File: src/sv/mse_pkg.sv
package mse_pkg;

    localparam int DATA_WORDS = 1024;
    localparam int DATA_AW    = $clog2(DATA_WORDS);

    localparam logic [5:0] OP_RTYPE   = 6'h00;
    localparam logic [5:0] OP_J       = 6'h02;
    localparam logic [5:0] OP_JAL     = 6'h03;
    localparam logic [5:0] OP_BEQ     = 6'h04;
    localparam logic [5:0] OP_BNE     = 6'h05;
    localparam logic [5:0] OP_BLEZ    = 6'h06;
    localparam logic [5:0] OP_ADDIMM  = 6'h09;
    localparam logic [5:0] OP_SLTI    = 6'h0A;
    localparam logic [5:0] OP_SLTIMMU = 6'h0B;
    localparam logic [5:0] OP_ORI     = 6'h0D;
    localparam logic [5:0] OP_LUI     = 6'h0F;
    localparam logic [5:0] OP_LB      = 6'h20;
    localparam logic [5:0] OP_LW      = 6'h23;
    localparam logic [5:0] OP_LBU     = 6'h24;
    localparam logic [5:0] OP_SB      = 6'h28;
    localparam logic [5:0] OP_SW      = 6'h2B;

    localparam logic [5:0] FN_SLL  = 6'h00;
    localparam logic [5:0] FN_SRL  = 6'h02;
    localparam logic [5:0] FN_SRA  = 6'h03;
    localparam logic [5:0] FN_JR   = 6'h08;
    localparam logic [5:0] FN_JALR = 6'h09;
    localparam logic [5:0] FN_ADD  = 6'h20;
    localparam logic [5:0] FN_ADDU = 6'h21;
    localparam logic [5:0] FN_SUB  = 6'h22;
    localparam logic [5:0] FN_SUBU = 6'h23;
    localparam logic [5:0] FN_AND  = 6'h24;
    localparam logic [5:0] FN_OR   = 6'h25;
    localparam logic [5:0] FN_XOR  = 6'h26;
    localparam logic [5:0] FN_NOR  = 6'h27;
    localparam logic [5:0] FN_SLT  = 6'h2A;

    localparam logic [31:0] SEG_MASK = 32'hF000_0000;

    // classified instruction handed from front to back
    typedef struct packed {
        logic [31:0] insn;
        logic        bad;
    } dec_t;

    function automatic logic insn_bad(input logic [31:0] insn);
        logic [5:0] op;
        logic [5:0] fn;
        logic       r;
        op = insn[31:26];
        fn = insn[5:0];
        r  = 1'b0;
        unique case (op)
            OP_RTYPE:
            begin
                unique case (fn)
                    FN_SLL, FN_SRL, FN_SRA, FN_JR, FN_JALR, FN_ADD, FN_ADDU,
                    FN_SUB, FN_SUBU, FN_AND, FN_OR, FN_XOR, FN_NOR, FN_SLT: r = 1'b0;
                    default: r = 1'b1;
                endcase
            end
            OP_J, OP_JAL, OP_BEQ, OP_BNE, OP_BLEZ, OP_ADDIMM, OP_SLTI, OP_SLTIMMU,
            OP_ORI, OP_LUI, OP_LB, OP_LW, OP_LBU, OP_SB, OP_SW: r = 1'b0;
            default: r = 1'b1;
        endcase
        return r;
    endfunction

endpackage

File: src/sv/mse_front.sv
module mse_front (
    input  logic            clk,
    input  logic            rst_n,
    input  logic            flush,
    input  logic            in_valid,
    output logic            in_ready,
    input  logic [31:0]     in_insn,
    output logic            q_valid,
    input  logic            q_ready,
    output mse_pkg::dec_t   q_data
);

    // two-entry queue with classification at entry
    mse_pkg::dec_t ent_reg [2];
    logic [1:0]    cnt_reg, cnt_next;
    logic          rd_reg, rd_next;
    logic          push, pop;

    assign in_ready = (cnt_reg != 2'd2);
    assign push     = in_valid && in_ready;
    assign q_valid  = (cnt_reg != 2'd0);
    assign pop      = q_valid && q_ready;
    assign q_data   = ent_reg[rd_reg];

    always_comb
    begin
        cnt_next = cnt_reg + {1'b0, push} - {1'b0, pop};
        rd_next  = rd_reg ^ pop;
        if (flush)
        begin
            cnt_next = 2'd0;
            rd_next  = 1'b0;
        end
    end

    always_ff @(posedge clk or negedge rst_n)
    begin
        if (!rst_n)
        begin
            cnt_reg <= 2'd0;
            rd_reg  <= 1'b0;
        end
        else
        begin
            cnt_reg <= cnt_next;
            rd_reg  <= rd_next;
        end
    end

    always_ff @(posedge clk)
    begin
        if (push)
        begin
            ent_reg[rd_reg ^ cnt_reg[0]] <= '{insn: in_insn, bad: mse_pkg::insn_bad(in_insn)};
        end
    end

`ifndef ASSERT_OFF
    a_no_overflow: assert property (@(posedge clk) disable iff (!rst_n)
        cnt_reg == 2'd2 |-> !in_ready) else $error("queue overflow");
    a_cnt_range: assert property (@(posedge clk) disable iff (!rst_n)
        cnt_reg != 2'd3) else $error("queue count out of range");
    a_empty_idle: assert property (@(posedge clk) disable iff (!rst_n)
        cnt_reg == 2'd0 |-> !q_valid) else $error("empty queue presents data");
`endif

endmodule

File: config.mk
export PLATFORM = sky130hd
export DESIGN_NAME = mse_front
export DESIGN_NICKNAME = d
export VERILOG_FILES = /design/src/sv/mse_pkg.sv /design/src/sv/mse_front.sv
export SDC_FILE = /design/constraint.sdc
export NUM_CORES = 1
export LEC_CHECK = 0
export ABC_AREA = 1
export BUFFER_PORTS_ARGS = -buffer_cell sky130_fd_sc_hd__buf_2
export CORE_ASPECT_RATIO = 1.25
export CORE_MARGIN = 2
export CORE_UTILIZATION = 50
export DETAILED_ROUTE_END_ITERATION = 12
export GPL_TIMING_DRIVEN = 0
export PLACE_DENSITY = 0.75
export SKIP_CTS_REPAIR_TIMING = 1
export SYNTH_ARGS = -nofsm -noshare
export SYNTH_HDL_FRONTEND = slang
export SYNTH_SLANG_ARGS = --single-unit
export TNS_END_PERCENT = 100
File: constraint.sdc
create_clock -name clk -period 6.5 [get_ports clk]
set_input_delay 1.3 -clock clk [delete_from_list [all_inputs] [get_ports clk]]
set_output_delay 1.3 -clock clk [all_outputs]
set_load 0.02 [all_outputs]
## Word-level counts from Yosys, hierarchy flattened

Memory sizes are Yosys's and may differ from the RTL's.
Cells that the tools add are included.

| storage, ports and cells | value |
|---|---|
| register bits after elaboration | 3 |
| memory bits (writable) | 66 |
| ROM bits | 64 |
| input bits | 37 |
| output and inout port bits | 35 |
| logic and storage cells | 35 |
| memories | 2 |

Memories:

| memory | depth | width | rd ports | clocked after memory_dff | wr ports | line | source |
|---|---|---|---|---|---|---|---|
| ent_reg | 2 | 33 | 1 | 0 | 1 | mse_front.sv:14 | `mse_pkg::dec_t ent_reg [2];` |
| (no name shown) | 64 | 1 | 1 | 0 | 0 | mse_pkg.sv:56 | `unique case (fn)` |

| cells by class | value |
|---|---|
| add/subtract/negate cells | 2 |
| eq/ne operators | 16 |
| muxes and demuxes | 6 |
| bitwise gates (word level) | 2 |
| reductions and logical operators | 5 |

Operators by type and width:

| kind | number |
|---|---|
| $eq A6 B4 Y1 const B | 5 |
| $eq A6 B6 Y1 const B | 5 |
| $eq A6 B3 Y1 const B | 3 |
| $reduce_or A15 Y1 | 1 |
| $eq A6 B2 Y1 const B | 2 |
| $logic_not A6 Y1 | 1 |
| $mux W1 | 4 |
| $add A2 B1 Y2 | 1 |
| $logic_and A1 B1 Y1 | 2 |
| $mux W2 | 1 |
| $ne A2 B2 Y1 const B | 1 |
| $pmux W1 S2 | 1 |
| $reduce_bool A2 Y1 | 1 |
| $sub A2 B1 Y2 | 1 |
| $xor A1 B1 Y1 | 2 |

## Depth between registers and ports, before layout

| logic depth | value |
|---|---|
| depth after elaboration | 5 |
| depth in mapped cells | 8 |
| gate-level depth less buffers | 8 |

## Least setup slack after synthesis

No wires, ideal clock.

| timing path | value |
|---|---|
| kind | input -> register |
| from | input in_valid |
| to | memory ent_reg[0][0] (netlist bit) (enable) |
| library setup time | 0.423 ns |
| data arrival time | 2.803 ns |
| data required time | 6.077 ns |
| slack | 3.274 ns |
| stages | 2 |
| buffers on the path | 0 |
| path through | nand2_1 > nor2_1 |

| between the ends | value |
|---|---|
| cells in the longest elaborated chain, start to end | 3 |

RTL lines:

| item | line | source |
|---|---|---|
| from (decl) | mse_front.sv:5 | `input logic in_valid,` |
| $logic_and A1 B1 Y1 | mse_front.sv:20 | `assign push = in_valid && in_ready;` |
| $mux W1 | mse_front.sv:52 | `if (push)` |
| $mux W1 (not written as such) | mse_front.sv:54 | `ent_reg[rd_reg ^ cnt_reg[0]] <= '{insn: in_insn, bad: mse_pkg::insn_bad(in_insn)};` |
| to (decl) | mse_front.sv:14 |  |

Every way passes these cells.

==> metrics.txt <==
Slew headroom=63.3%; Row Count=30; Antenna Violating Nets Remaining=0; CP required=5200 ps; I/O pin count=72; number of global-route vias before repair=1778; CTS tree=done; Initial DRC Count=124; CP top delay family=buffers and inverters; drt total wl=around 5200 um; number of max-cap violations=0; Yosys top cell area share=just over 70%; FF+latch count, synth=69; CTS Buf Count=9; cell area after synthesis=2780 um2; Synth Area per Inst=11.7 um2; CP cell instances=buf_6, inv_4, buf_4, nand2_1, nand2_1, buf_2; DR vias=between 1500 and 2000; Yosys cell types=19; Tcrit/Tclk final=41.3%; wl on met1=about 2000 um; endpoints failing hold=0; RSZ-0062 raised after global routing=false; first-pass GRT wire length=8090 um; met3 wire len=329 um; Slew Limit Fails=0; WL met2=2660 um; share of layout cells above drive strength 1=31.6%; drt wl/cell=around 13 um; Critical Path Source Type=register; root buffer cell=clkbuf_8; GP Congestion=0.769; Pwr Total=~1.5 mW; Skew-Pair Late Insertion Delay=roughly 350 ps; Tmin final=between 2000 and 3000 ps; crit path DAT=~1400 ps; Final nets=360; hold crit path type=register to register; Die Ht=between 80 and 90 um; Ys Warns=0; pwr dens=427 nW/um2; Setup violations, final=0; initial antenna violation count=0; Clock Sinks=69; Post-Synthesis Cells=237; Leak=1.58 nW; Area Growth Syn to Fin=25.0%; Largest stage delay, worst path=370 ps; core footprint=5410 um2; Worst setup EP type=output port; worst setup path category=register to output port; worst-path fanout max=10; Min Hold Slack=approximately 700 ps; CP most frequent cell=nand2_1; Overflow after GRT=0; pin count of the biggest net entering global routing=20; top cells by area, synth=edfxtp_1 (71%), nand2_1 (16%), dfrtp_1 (2.7%); CP max-delay cell=dfrtp_1; number of detailed-route iterations in the first pass=4; Port Buffers=71; critical path buffer and inverter count=4; syn nets=276; DR vias/cell=4.79; H-tree depth=3; peak supply drop=around 0.24 mV; Largest register FFs=66; Post-DP HPWL=3580 um; die area=6170 um2; global-route usage over all layers=roughly 18%; Initial Util=51.4%; status=finished clean; Die X=70.7 um; clock skew=10.6 ps; diode count=0; Post-route DRC=0; CTS max path bufs=2; area leader, netlist=edfxtp_1; max layer used=met4; Worst-path clk slew=about 60 ps; slew at the pin closest to its max-slew limit=550 ps; Seq/Total Area, Yosys=74.1%; maximum operating frequency=between 300 and 400 MHz; setup_tns=0 ps
-- cell type report --
cell class | count | area [um2]
buffer | 7 | 51.3
clock buffer | 9 | 124
clock inverter | 7 | 66.3
fill | 428 | 1930
inverter | 15 | 58.8
multi-input combinational | 146 | 626
sequential | 69 | 2060
tap | 64 | 80.1
timing repair buffer | 73 | 410
-- final timing paths --
path / slack [ps] / start / endpoint / cells after the start
max in group asynchronous: 5650 / rst_n / rd_reg / 1
min reg2reg: 700 / cnt_reg[0] / cnt_reg[0] / 3
min: 700 / cnt_reg[0] / cnt_reg[0] / 3
max reg2reg: 4620 / rd_reg / ent_reg[0][29] / 5
max: 3820 / rd_reg / q_data[15] / 6
min in group asynchronous: 740 / rst_n / cnt_reg[1] / 1
-- metrics by stage --
step / util, % / cell area (um2) / cells / worst slack, ps
floorplan: - / 2780 / 237 / 3270
global placement: 59.4 / 3210 / 372 / 2430
detailed placement: 60.7 / 3280 / 374 / 3930
CTS: 64.3 / 3470 / 390 / 3780
global route: 64.3 / 3470 / 390 / 3700
finish: 64.3 / 3470 / 390 / 3820
-- metal layers --
metal / global-route usage, % / vias to the layer above
met1: 19.5 / 841
met3: 6.60 / 15
li1: - / 950
met5: 0 / -
met2: 30.3 / 61
met4: 11.8 / 0
-- worst register-to-register path: cells and delay by family, from the launching register on --
family / cells / cell delay (ps)
AND/OR/NAND/NOR: 1 / 420
flip-flops: 1 / 370
XOR/XNOR: 1 / 290
buffers and inverters: 3 / 490
-- layout by cell type, fill, tap and decap left out --
| cell | Yosys | layout |
|---|---|---|
| a21oi_1 | 2 | 2 |
| buf_16 | 0 | 2 |
| buf_2 | 2 | 73 |
| buf_4 | 4 | 4 |
| buf_6 | 1 | 1 |
| bufinv_16 | 0 | 1 |
| clkbuf_8 | 0 | 9 |
| clkinv_2 | 0 | 4 |
| clkinv_4 | 0 | 1 |
| clkinvlp_4 | 0 | 1 |
| dfrtp_1 | 3 | 3 |
| edfxtp_1 | 66 | 66 |
| ha_1 | 2 | 2 |
| inv_1 | 14 | 14 |
| inv_4 | 1 | 1 |
| nand2_1 | 117 | 117 |
| nand3_1 | 6 | 6 |
| nor2_1 | 11 | 9 |
| nor2_2 | 1 | 1 |
| nor2_4 | 0 | 2 |
| nor3b_2 | 1 | 1 |
| o21a_2 | 1 | 1 |
| o21ai_0 | 1 | 1 |
| or2_2 | 1 | 1 |
| xnor2_1 | 2 | 2 |
| xor2_1 | 1 | 1 |
-- where the power goes --
part           switching [mW]  internal [mW]
Combinational           0.332          0.166
Sequential             0.0277          0.621
Clock                   0.160          0.175
Total                   0.520          0.962
-- cell usage after synthesis, drive strengths merged --
cell / number
nand2: 117
edfxtp: 66
inv: 15
nor2: 12
buf: 7
nand3: 6
dfrtp: 3
a21oi: 2
ha: 2
xnor2: 2
nor3b: 1
o21a: 1
o21ai: 1
or2: 1
xor2: 1
-- kinds of logic (layout without fill, tap and decap cells) --
| group | after synthesis | after routing | synth area share [%] |
|---|---|---|---|
| AO/OA/AOI/OAI | 4 | 4 | 0.856 |
| buffers and inverters | 22 | 111 | 3.96 |
| AND/OR/NAND/NOR | 137 | 137 | 19.3 |
| adder cells (fa/ha/maj) | 2 | 2 | 0.901 |
| flip-flops | 69 | 69 | 74.1 |
| XOR/XNOR | 3 | 3 | 0.946 |
No activity file was read; power rests on OpenSTA's default activity.
